**config.mk**
```make
export PLATFORM = sky130hd
export DESIGN_NAME = viewport_pan_zoom_controller
export DESIGN_NICKNAME = d
export VERILOG_FILES = /design/src/hw/rtl/vpz_pkg.sv /design/src/hw/rtl/viewport_pan_zoom_controller.sv
export SDC_FILE = /design/constraint.sdc
export NUM_CORES = 2
export LEC_CHECK = 0
export BUFFER_PORTS_ARGS = -buffer_cell sky130_fd_sc_hd__buf_4
export CAP_MARGIN = 20
export CORE_MARGIN = 4
export CORE_UTILIZATION = 60
export CTS_CLUSTER_DIAMETER = 120
export CTS_CLUSTER_SIZE = 16
export DETAILED_ROUTE_END_ITERATION = 10
export PLACE_DENSITY = 0.79
export SYNTH_ARGS = -nofsm -noshare
export SYNTH_HDL_FRONTEND = slang
export SYNTH_SLANG_ARGS = --single-unit
```
**constraint.sdc**
```tcl
create_clock -name clk -period 15.2 [get_ports clk]
set_input_delay 4.56 -clock clk [delete_from_list [all_inputs] [get_ports clk]]
set_output_delay 4.56 -clock clk [all_outputs]
set_load 0.05 [all_outputs]
```
**src/hw/rtl/vpz_pkg.sv**
```systemverilog
// Shared types, codes and constants of the viewport pan and zoom controller.
package vpz_pkg;

	// Field widths of the stream items.
	localparam int CMD_W    = 3;
	localparam int KEY_W    = 3;
	localparam int PTR_W    = 12;
	localparam int DT_W     = 10;
	localparam int POS_W    = 14;
	localparam int VEL_W    = 7;
	localparam int ZOOM_W   = 8;
	localparam int MARGIN_W = 10;
	localparam int SPEED_W  = 6;
	localparam int BAND_W   = 10;

	localparam int S_TDATA_W = 64;
	localparam int M_TDATA_W = 40;
	localparam int CFG_IDX_W = 3;
	localparam int CFG_DAT_W = 10;

	// Divide by ten as a multiply by a rounded-up reciprocal and a shift.
	// The product stays below 2^17, where this is exact for floor division.
	localparam int          RECIP_SHIFT = 19;
	localparam logic [15:0] RECIP_TEN   = 16'd52429;
	localparam int          DT_SC_W     = DT_W + 16;
	localparam int          PROD_W      = DT_SC_W + VEL_W;

	typedef enum logic [CMD_W-1:0] {
		CMD_TICK    = 3'd0,
		CMD_PRESS   = 3'd1,
		CMD_RELEASE = 3'd2,
		CMD_POINTER = 3'd3,
		CMD_WHEEL   = 3'd4,
		CMD_RESIZE  = 3'd5
	} cmd_t;

	typedef enum logic [KEY_W-1:0] {
		KEY_UP    = 3'd0,
		KEY_LEFT  = 3'd1,
		KEY_DOWN  = 3'd2,
		KEY_RIGHT = 3'd3
	} key_t;

	typedef enum logic [CFG_IDX_W-1:0] {
		REG_EDGE_MARGIN  = 3'd0,
		REG_KEY_SPEED    = 3'd1,
		REG_PTR_SPEED    = 3'd2,
		REG_EDGE_BAND    = 3'd3,
		REG_ZOOM_STEP    = 3'd4,
		REG_ZOOM_FLOOR   = 3'd5,
		REG_ZOOM_CEILING = 3'd6
	} reg_idx_t;

	localparam logic [MARGIN_W-1:0] EDGE_MARGIN_RST  = 10'd100;
	localparam logic [SPEED_W-1:0]  KEY_SPEED_RST    = 6'd4;
	localparam logic [SPEED_W-1:0]  PTR_SPEED_RST    = 6'd4;
	localparam logic [BAND_W-1:0]   EDGE_BAND_RST    = 10'd20;
	localparam logic [ZOOM_W-1:0]   ZOOM_STEP_RST    = 8'd4;
	localparam logic [ZOOM_W-1:0]   ZOOM_FLOOR_RST   = 8'd0;
	localparam logic [ZOOM_W-1:0]   ZOOM_CEILING_RST = 8'd100;

endpackage

```
**src/hw/rtl/viewport_pan_zoom_controller.sv**
```systemverilog
// Viewport pan and zoom controller: event decode, camera state and result stream.

// One event beat is taken every cycle when the result side keeps up. An event
// is captured in an input register and its update is applied to the camera
// state when that register advances; the camera registers themselves are the
// result. A result that is not taken stalls the state update and, through it,
// the input side. A tick scales each axis velocity by elapsed time with one
// narrow multiplier per axis, divides by ten through a precomputed reciprocal,
// adds and clamps; this path from the input register to the camera registers
// sets the clock rate.
// Configuration writes are always accepted and must only arrive while idle.
module viewport_pan_zoom_controller #(
	parameter int COORD_BITS = 12
) (
	input  logic                            clk,
	input  logic                            arst_n,
	input  logic                            s_tvalid,
	output logic                            s_tready,
	// key_code[2:0], pointer_x[14:3], pointer_y[26:15], wheel_up[27],
	// elapsed_time[37:28], new_width[49:38], new_height[61:50], zeros above
	input  logic [vpz_pkg::S_TDATA_W-1:0]   s_tdata,
	// cmd[2:0]
	input  logic [vpz_pkg::CMD_W-1:0]       s_tuser,
	output logic                            m_tvalid,
	input  logic                            m_tready,
	// cam_x[13:0], cam_y[27:14], zoom_level[35:28], moved[36], zeros above
	output logic [vpz_pkg::M_TDATA_W-1:0]   m_tdata,
	input  logic                            cfg_valid,
	output logic                            cfg_ready,
	input  logic [vpz_pkg::CFG_IDX_W-1:0]   cfg_index,
	input  logic [vpz_pkg::CFG_DAT_W-1:0]   cfg_data
);

	localparam int CoordW = (COORD_BITS < vpz_pkg::PTR_W) ? COORD_BITS : vpz_pkg::PTR_W;
	localparam int PW     = vpz_pkg::POS_W;
	localparam int WW     = PW + 2;

	// Configuration registers.
	logic [vpz_pkg::MARGIN_W-1:0] edge_margin_q;
	logic [vpz_pkg::SPEED_W-1:0]  key_speed_q;
	logic [vpz_pkg::SPEED_W-1:0]  ptr_speed_q;
	logic [vpz_pkg::BAND_W-1:0]   edge_band_q;
	logic [vpz_pkg::ZOOM_W-1:0]   zoom_step_q;
	logic [vpz_pkg::ZOOM_W-1:0]   zoom_floor_q;
	logic [vpz_pkg::ZOOM_W-1:0]   zoom_ceiling_q;

	// Input register.
	logic                          valid_s1;
	vpz_pkg::cmd_t                 cmd_s1;
	logic [vpz_pkg::KEY_W-1:0]     key_s1;
	logic [CoordW-1:0]             ptr_x_s1;
	logic [CoordW-1:0]             ptr_y_s1;
	logic                          wheel_up_s1;
	logic [vpz_pkg::DT_SC_W-1:0]   dt_sc_s1;
	logic [CoordW-1:0]             new_w_s1;
	logic [CoordW-1:0]             new_h_s1;

	// Camera state, which is also the result register.
	logic signed [vpz_pkg::VEL_W-1:0] key_vel_x_q, key_vel_y_q;
	logic signed [vpz_pkg::VEL_W-1:0] edge_vel_x_q, edge_vel_y_q;
	logic signed [PW-1:0]             pos_x_q, pos_y_q;
	logic [vpz_pkg::ZOOM_W-1:0]       zoom_q;
	logic [CoordW-1:0]                view_w_q, view_h_q;
	logic                             changed_q;
	logic                             out_valid_q;

	logic                             advance;
	logic                             in_fire;
	logic [vpz_pkg::DT_SC_W-1:0]      dt_sc_in;

	logic signed [vpz_pkg::VEL_W-1:0] key_vel_x_d, key_vel_y_d;
	logic signed [vpz_pkg::VEL_W-1:0] edge_vel_x_d, edge_vel_y_d;
	logic signed [PW-1:0]             pos_x_d, pos_y_d;
	logic [vpz_pkg::ZOOM_W-1:0]       zoom_d;
	logic [CoordW-1:0]                view_w_d, view_h_d;
	logic                             changed_d;

	logic signed [vpz_pkg::VEL_W-1:0] key_pos_vel, key_neg_vel;
	logic signed [vpz_pkg::VEL_W-1:0] ptr_pos_vel, ptr_neg_vel;
	logic                             any_vel;
	logic signed [PW-1:0]             move_x, move_y;
	logic [vpz_pkg::ZOOM_W:0]         zoom_up;
	logic signed [vpz_pkg::ZOOM_W+1:0] zoom_dn;

	// Signed sum of two velocities, scaled by elapsed time over ten, clamped
	// to the window extended by the margin on both sides.
	function automatic logic signed [PW-1:0] move_axis(
		input logic signed [PW-1:0]               pos,
		input logic signed [vpz_pkg::VEL_W-1:0]   va,
		input logic signed [vpz_pkg::VEL_W-1:0]   vb,
		input logic [vpz_pkg::DT_SC_W-1:0]        dt_sc,
		input logic [CoordW-1:0]                  size,
		input logic [vpz_pkg::MARGIN_W-1:0]       margin
	);
		logic signed [vpz_pkg::VEL_W:0]   vsum;
		logic [vpz_pkg::VEL_W:0]          vneg;
		logic [vpz_pkg::VEL_W-1:0]        mag;
		logic [vpz_pkg::PROD_W-1:0]       prod;
		logic [PW-1:0]                    quo;
		logic signed [WW-1:0]             delta;
		logic signed [WW-1:0]             np;
		logic signed [WW-1:0]             lo;
		logic signed [WW-1:0]             hi;
		logic signed [PW-1:0]             res;
		vsum  = {va[vpz_pkg::VEL_W-1], va} + {vb[vpz_pkg::VEL_W-1], vb};
		vneg  = (vpz_pkg::VEL_W+1)'(-vsum);
		mag   = vsum[vpz_pkg::VEL_W] ? vneg[vpz_pkg::VEL_W-1:0] : vsum[vpz_pkg::VEL_W-1:0];
		prod  = vpz_pkg::PROD_W'(mag) * vpz_pkg::PROD_W'(dt_sc);
		quo   = prod[vpz_pkg::RECIP_SHIFT +: PW];
		delta = vsum[vpz_pkg::VEL_W] ? WW'(-$signed({2'b00, quo})) : $signed({2'b00, quo});
		np    = {{(WW-PW){pos[PW-1]}}, pos} + delta;
		lo    = WW'(-$signed({{(WW-vpz_pkg::MARGIN_W){1'b0}}, margin}));
		hi    = $signed({{(WW-CoordW){1'b0}}, size})
		      + $signed({{(WW-vpz_pkg::MARGIN_W){1'b0}}, margin});
		if (np < lo) begin
			res = lo[PW-1:0];
		end else if (np > hi) begin
			res = hi[PW-1:0];
		end else begin
			res = np[PW-1:0];
		end
		return res;
	endfunction

	// Pointer band velocity for one axis.
	function automatic logic signed [vpz_pkg::VEL_W-1:0] band_vel(
		input logic [CoordW-1:0]               p,
		input logic [CoordW-1:0]               size,
		input logic [vpz_pkg::BAND_W-1:0]      band,
		input logic signed [vpz_pkg::VEL_W-1:0] pos_vel,
		input logic signed [vpz_pkg::VEL_W-1:0] neg_vel
	);
		logic signed [PW-1:0]             pe;
		logic signed [PW-1:0]             upper;
		logic signed [vpz_pkg::VEL_W-1:0] v;
		pe    = $signed({{(PW-CoordW){1'b0}}, p});
		upper = $signed({{(PW-CoordW){1'b0}}, size})
		      - $signed({{(PW-vpz_pkg::BAND_W){1'b0}}, band});
		if (pe < $signed({{(PW-vpz_pkg::BAND_W){1'b0}}, band})) begin
			v = neg_vel;
		end else if (pe > upper) begin
			v = pos_vel;
		end else begin
			v = '0;
		end
		return v;
	endfunction

	assign cfg_ready = 1'b1;
	assign advance   = valid_s1 && (!out_valid_q || m_tready);
	assign s_tready  = !valid_s1 || advance;
	assign in_fire   = s_tvalid && s_tready;

	// Elapsed time is scaled by the reciprocal of ten before it is registered.
	assign dt_sc_in = vpz_pkg::DT_SC_W'(s_tdata[37:28]) * vpz_pkg::DT_SC_W'(vpz_pkg::RECIP_TEN);

	always_ff @(posedge clk or negedge arst_n) begin
		if (!arst_n) begin
			edge_margin_q  <= vpz_pkg::EDGE_MARGIN_RST;
			key_speed_q    <= vpz_pkg::KEY_SPEED_RST;
			ptr_speed_q    <= vpz_pkg::PTR_SPEED_RST;
			edge_band_q    <= vpz_pkg::EDGE_BAND_RST;
			zoom_step_q    <= vpz_pkg::ZOOM_STEP_RST;
			zoom_floor_q   <= vpz_pkg::ZOOM_FLOOR_RST;
			zoom_ceiling_q <= vpz_pkg::ZOOM_CEILING_RST;
		end else if (cfg_valid) begin
			unique case (cfg_index)
				vpz_pkg::REG_EDGE_MARGIN:  edge_margin_q  <= cfg_data;
				vpz_pkg::REG_KEY_SPEED:    key_speed_q    <= cfg_data[vpz_pkg::SPEED_W-1:0];
				vpz_pkg::REG_PTR_SPEED:    ptr_speed_q    <= cfg_data[vpz_pkg::SPEED_W-1:0];
				vpz_pkg::REG_EDGE_BAND:    edge_band_q    <= cfg_data;
				vpz_pkg::REG_ZOOM_STEP:    zoom_step_q    <= cfg_data[vpz_pkg::ZOOM_W-1:0];
				vpz_pkg::REG_ZOOM_FLOOR:   zoom_floor_q   <= cfg_data[vpz_pkg::ZOOM_W-1:0];
				vpz_pkg::REG_ZOOM_CEILING: zoom_ceiling_q <= cfg_data[vpz_pkg::ZOOM_W-1:0];
				default: ;
			endcase
		end
	end

	always_ff @(posedge clk or negedge arst_n) begin
		if (!arst_n) begin
			valid_s1 <= 1'b0;
		end else if (in_fire) begin
			valid_s1 <= 1'b1;
		end else if (advance) begin
			valid_s1 <= 1'b0;
		end
	end

	always_ff @(posedge clk) begin
		if (in_fire) begin
			cmd_s1      <= vpz_pkg::cmd_t'(s_tuser);
			key_s1      <= s_tdata[2:0];
			ptr_x_s1    <= s_tdata[3 +: CoordW];
			ptr_y_s1    <= s_tdata[15 +: CoordW];
			wheel_up_s1 <= s_tdata[27];
			dt_sc_s1    <= dt_sc_in;
			new_w_s1    <= s_tdata[38 +: CoordW];
			new_h_s1    <= s_tdata[50 +: CoordW];
		end
	end

	assign key_pos_vel = $signed({1'b0, key_speed_q});
	assign key_neg_vel = vpz_pkg::VEL_W'(-$signed({1'b0, key_speed_q}));
	assign ptr_pos_vel = $signed({1'b0, ptr_speed_q});
	assign ptr_neg_vel = vpz_pkg::VEL_W'(-$signed({1'b0, ptr_speed_q}));
	assign any_vel     = (key_vel_x_q != '0) || (edge_vel_x_q != '0)
	                  || (key_vel_y_q != '0) || (edge_vel_y_q != '0);
	assign move_x = move_axis(pos_x_q, key_vel_x_q, edge_vel_x_q, dt_sc_s1, view_w_q,
		edge_margin_q);
	assign move_y = move_axis(pos_y_q, key_vel_y_q, edge_vel_y_q, dt_sc_s1, view_h_q,
		edge_margin_q);
	assign zoom_up = {1'b0, zoom_q} + {1'b0, zoom_step_q};
	assign zoom_dn = $signed({2'b00, zoom_q}) - $signed({2'b00, zoom_step_q});

	always_comb begin
		key_vel_x_d  = key_vel_x_q;
		key_vel_y_d  = key_vel_y_q;
		edge_vel_x_d = edge_vel_x_q;
		edge_vel_y_d = edge_vel_y_q;
		pos_x_d      = pos_x_q;
		pos_y_d      = pos_y_q;
		zoom_d       = zoom_q;
		view_w_d     = view_w_q;
		view_h_d     = view_h_q;
		changed_d    = changed_q;
		unique case (cmd_s1)
			vpz_pkg::CMD_TICK: begin
				changed_d = any_vel;
				if (any_vel) begin
					pos_x_d = move_x;
					pos_y_d = move_y;
				end
			end
			vpz_pkg::CMD_PRESS: begin
				unique case (key_s1)
					vpz_pkg::KEY_UP:    key_vel_y_d = key_neg_vel;
					vpz_pkg::KEY_LEFT:  key_vel_x_d = key_neg_vel;
					vpz_pkg::KEY_DOWN:  key_vel_y_d = key_pos_vel;
					vpz_pkg::KEY_RIGHT: key_vel_x_d = key_pos_vel;
					default: ;
				endcase
			end
			vpz_pkg::CMD_RELEASE: begin
				unique case (key_s1) inside
					vpz_pkg::KEY_UP, vpz_pkg::KEY_DOWN:     key_vel_y_d = '0;
					vpz_pkg::KEY_LEFT, vpz_pkg::KEY_RIGHT:  key_vel_x_d = '0;
					default: ;
				endcase
			end
			vpz_pkg::CMD_POINTER: begin
				edge_vel_x_d = band_vel(ptr_x_s1, view_w_q, edge_band_q, ptr_pos_vel,
					ptr_neg_vel);
				edge_vel_y_d = band_vel(ptr_y_s1, view_h_q, edge_band_q, ptr_pos_vel,
					ptr_neg_vel);
			end
			vpz_pkg::CMD_WHEEL: begin
				if (wheel_up_s1) begin
					// Each direction saturates only at its own bound.
					if (zoom_up > {1'b0, zoom_ceiling_q}) begin
						zoom_d = zoom_ceiling_q;
					end else begin
						zoom_d = zoom_up[vpz_pkg::ZOOM_W-1:0];
					end
				end else begin
					if (zoom_dn < $signed({2'b00, zoom_floor_q})) begin
						zoom_d = zoom_floor_q;
					end else begin
						zoom_d = zoom_dn[vpz_pkg::ZOOM_W-1:0];
					end
				end
			end
			vpz_pkg::CMD_RESIZE: begin
				view_w_d = new_w_s1;
				view_h_d = new_h_s1;
			end
			default: ;
		endcase
	end

	// The state only moves on a beat that also loads the result, so a
	// pending result stays stable until it is taken.
	always_ff @(posedge clk or negedge arst_n) begin
		if (!arst_n) begin
			key_vel_x_q  <= '0;
			key_vel_y_q  <= '0;
			edge_vel_x_q <= '0;
			edge_vel_y_q <= '0;
			pos_x_q      <= '0;
			pos_y_q      <= '0;
			zoom_q       <= '0;
			view_w_q     <= '0;
			view_h_q     <= '0;
			changed_q    <= 1'b1;
		end else if (advance) begin
			key_vel_x_q  <= key_vel_x_d;
			key_vel_y_q  <= key_vel_y_d;
			edge_vel_x_q <= edge_vel_x_d;
			edge_vel_y_q <= edge_vel_y_d;
			pos_x_q      <= pos_x_d;
			pos_y_q      <= pos_y_d;
			zoom_q       <= zoom_d;
			view_w_q     <= view_w_d;
			view_h_q     <= view_h_d;
			changed_q    <= changed_d;
		end
	end

	always_ff @(posedge clk or negedge arst_n) begin
		if (!arst_n) begin
			out_valid_q <= 1'b0;
		end else if (advance) begin
			out_valid_q <= 1'b1;
		end else if (m_tready) begin
			out_valid_q <= 1'b0;
		end
	end

	assign m_tvalid = out_valid_q;
	assign m_tdata  = {3'b000, changed_q, zoom_q, pos_y_q, pos_x_q};

endmodule
```
==> qor.txt <==
Status = completed
Hold_buf cts = 0
Die footprint = 54900 um^2
CP most frequent cell = fa_1
Reg2Reg Depth = 48
Fmax = 76.6 MHz
Synth Register Bits = 228
First-pass GRT wire length = 120000 um
Crit path DAT = 13.53 ns
Skew final = 0.0382 ns
PostCTS Resize Cnt = 0
Post-synthesis mux area share = 3.41%
Compound-cell area share of the yosys netlist = 13.6%
Initial DRT Pass Iterations = 5
Setup crit end kind = register
Post-Synth XOR/XNOR Area = 4.99%
H-tree depth reported by CTS = 1
CP Class = register to register
IO Pins = 128
Vias in the first global route = 23800
PortBufs = 121
CTS root buf = clkbuf_16
Global route overflow = 0
Final Setup Violations = 0
Register-to-register path setup slack = 2.15 ns
Worst path required time = 15.68 ns
# fillers = 4232
Drt wl/cell = 17.2 um
Max Transition Viols Final = 0
Final worst path period share = 85.9%
Die Y = 234 um
Slew margin rel. = 29.3%
Critical path fanouts, max = 26
Fin Setup TNS = 0 ns
Initial Utilization = 61.0%
First DRT Iteration DRCs = 1371
RSZ-0062 raised after global routing = false
Final nets = 4268
Initial antenna violation count = 0
CP Launch Type = register
Routed Antenna Nets = 0
Core area = 50400 um^2
CTS tree = built
Post-synth cell types = 88
Max_cap viols = 0
Clock sinks = 228
Adder-cell area share of the yosys netlist = 34.0%
Largest net degree at the start of global routing = 88
Cells after Synth = 3452
# diodes = 0
Share of the yosys chip area belonging to registers = 20.0%
Routed WL = 72100 um
Die W = 234 um
Post-synth EDFFs = 81
Num rows = 82
Maximum clock path buffer count = 3
Critical R2R Launch = key_vel_y_q[6]
Worst Setup EP = pos_y_q[11]
Share of post-route cells with drive strength above 1 = 8.42%
Simple-gate share of the synthesized area = 16.0%
Hold Path Class = register to register
Fraction of registers with async set or reset after synthesis = 64.5%
Ys Warns = 0
All-Layer GR Usage = 26.7%
DP HPWL = 57500 um
Reg-to-Reg End = pos_y_q[11]
Crit-path max cell delay = 0.60 ns
Total CTS buffers = 18
Worst-Margin Slew = 1.05 ns
P&R area growth vs syn = 6.85%
Post-CTS Setup Bufs = 0
Setup crit start = key_vel_y_q[6]
Main flop type after synthesis = dfrtp_1
Minimum clock period = 13.05 ns
Clk slew on worst S/H paths = 0.09 ns
Mean post-synth cell area = 8.90 um^2
DRC violations left = 0
Synthesized cell area = 30700 um^2
Final hold vios = 0
RePlAce Congestion = 0.929
Routed via count = 24100
Main combinational cell family by area after synthesis = adder cells
Vias per inst = 5.75
Worst-skew pair later-pin latency = 0.55 ns
CP max-delay cell = nand2_1
synth_stat cells, types with 12 or more instances:
master / number / share of area [%]
a211oi_1: 21 / 0.51
a21o_1: 85 / 2.1
a21oi_1: 151 / 2.5
a31oi_1: 40 / 0.81
and2_1: 145 / 3.0
and3_1: 25 / 0.51
clkbuf_1: 94 / 1.1
dfrtp_1: 135 / 11
dfstp_2: 12 / 1.0
edfxtp_1: 81 / 7.9
fa_1: 277 / 18
ha_1: 392 / 16
inv_1: 535 / 6.5
mux2_2: 76 / 2.8
mux2i_1: 19 / 0.62
nand2_1: 373 / 4.6
nand2b_1: 32 / 0.65
nand3_1: 59 / 0.96
nand4_1: 30 / 0.61
nor2_1: 164 / 2.0
nor2b_1: 42 / 0.86
nor3_1: 44 / 0.72
nor3b_1: 12 / 0.29
nor4_1: 14 / 0.29
o21a_1: 37 / 0.90
o21ai_0: 123 / 2.0
o21bai_1: 25 / 0.61
o22ai_1: 22 / 0.45
o31ai_1: 31 / 0.76
or3_1: 18 / 0.37
xnor2_1: 131 / 3.7
xor2_1: 44 / 1.3
placed cells by master, fill, tap and decap left out, types with 11 or more instances in the layout:
master | netlist | final
and3_1 | 25 | 25
clkbuf_1 | 94 | 11
nand4_1 | 30 | 30
or3_1 | 18 | 18
nand2_1 | 373 | 373
o21a_1 | 37 | 37
nand3_1 | 59 | 59
xnor2_1 | 131 | 127
nand2b_1 | 32 | 32
edfxtp_1 | 81 | 81
fa_1 | 277 | 277
clkbuf_16 | 0 | 18
o31ai_1 | 31 | 31
mux2i_1 | 19 | 19
o211ai_1 | 11 | 11
a211oi_1 | 21 | 21
dfstp_2 | 12 | 12
nor2_1 | 164 | 163
nor3_1 | 44 | 44
mux2_2 | 76 | 76
o21ai_0 | 123 | 123
nor3b_1 | 12 | 12
o22ai_1 | 22 | 22
dfrtp_1 | 135 | 135
a21oi_1 | 151 | 151
inv_1 | 535 | 535
ha_1 | 392 | 392
buf_4 | 6 | 147
o21bai_1 | 25 | 25
a21o_1 | 85 | 85
a31oi_1 | 40 | 40
nor4_1 | 14 | 14
xor2_1 | 44 | 43
nor2b_1 | 42 | 42
and2_1 | 145 | 144
logic make-up after synthesis:
kind of cell             count (synthesis)
AND/OR/NAND/NOR                       1005
multiplexers                            95
AO/OA/AOI/OAI                          635
other                                    2
buffers and inverters                  643
XOR/XNOR                               175
adder cells (fa/ha/maj)                669
flip-flops                             228
flip-flops by register name, summed over array words and instances (netlist names), 6 cells and up:
register / count
zoom_ceiling_q: 8
new_w_s1: 12
edge_vel_x_q: 7
key_vel_y_q: 7
key_vel_x_q: 7
zoom_floor_q: 8
ptr_speed_q: 6
edge_vel_y_q: 7
zoom_step_q: 8
edge_margin_q: 10
ptr_x_s1: 12
edge_band_q: 10
pos_y_q: 14
zoom_q: 8
key_speed_q: 6
dt_sc_s1: 26
ptr_y_s1: 12
pos_x_q: 14
view_h_q: 12
view_w_q: 12
new_h_s1: 12
stage by stage:
step	setup WS, ns	instance area, um^2	utilization [%]	hold slack, ns	cells
global route	1.24	32800	65.1	0.473	4198
floorplan	3.97	30700	-	0.439	3454
detailed placement	2.33	32300	64.0	0.456	4164
global placement	2.47	32300	64.0	0.453	4164
CTS	2.28	32800	65.1	0.461	4196
finish	2.15	32800	65.1	0.451	4198
layer usage:
layer,up-vias,GRT usage (%),wire [um]
li1,11700,-,-
met1,11700,35.7,31100
met2,663,46.4,34600
met3,106,3.18,4070
met4,0,6.94,2290
met5,-,0,0
area by class of cell:
type | instances | area [um^2] | share of cell area (%)
clock buffers | 29 | 492 | 1.50
repair buffers | 148 | 1110 | 3.40
inverters | 535 | 2010 | 6.12
multi-input cells | 2583 | 22200 | 67.6
flip-flops and latches | 228 | 6130 | 18.7
clock inverters | 3 | 47.5 | 0.145
well taps | 672 | 841 | 2.56
worst max-delay path, delay by kind of cell (launching register included):
family / cells / cell delay [ns]
compound gates: 15 / 3.30
xor+xnor: 3 / 0.99
fa+ha+maj: 9 / 3.98
flops: 1 / 0.44
buf+inv: 5 / 0.55
simple gates: 16 / 3.70
worst min-delay path by stage:
stage / slack [ns] / endpoint / depth (start not counted) / from
global placement: 0.45 / changed_q / 2 / changed_q
finish: 0.45 / view_w_q[2] / 1 / new_w_s1[2]
floorplan: 0.44 / changed_q / 2 / changed_q
global route: 0.47 / view_w_q[2] / 1 / new_w_s1[2]
detailed placement: 0.46 / changed_q / 2 / changed_q
CTS: 0.46 / view_w_q[2] / 1 / new_w_s1[2]
Power is not shown: default switching activity piles up to over one toggle a cycle in this logic, so the estimate is an artifact.
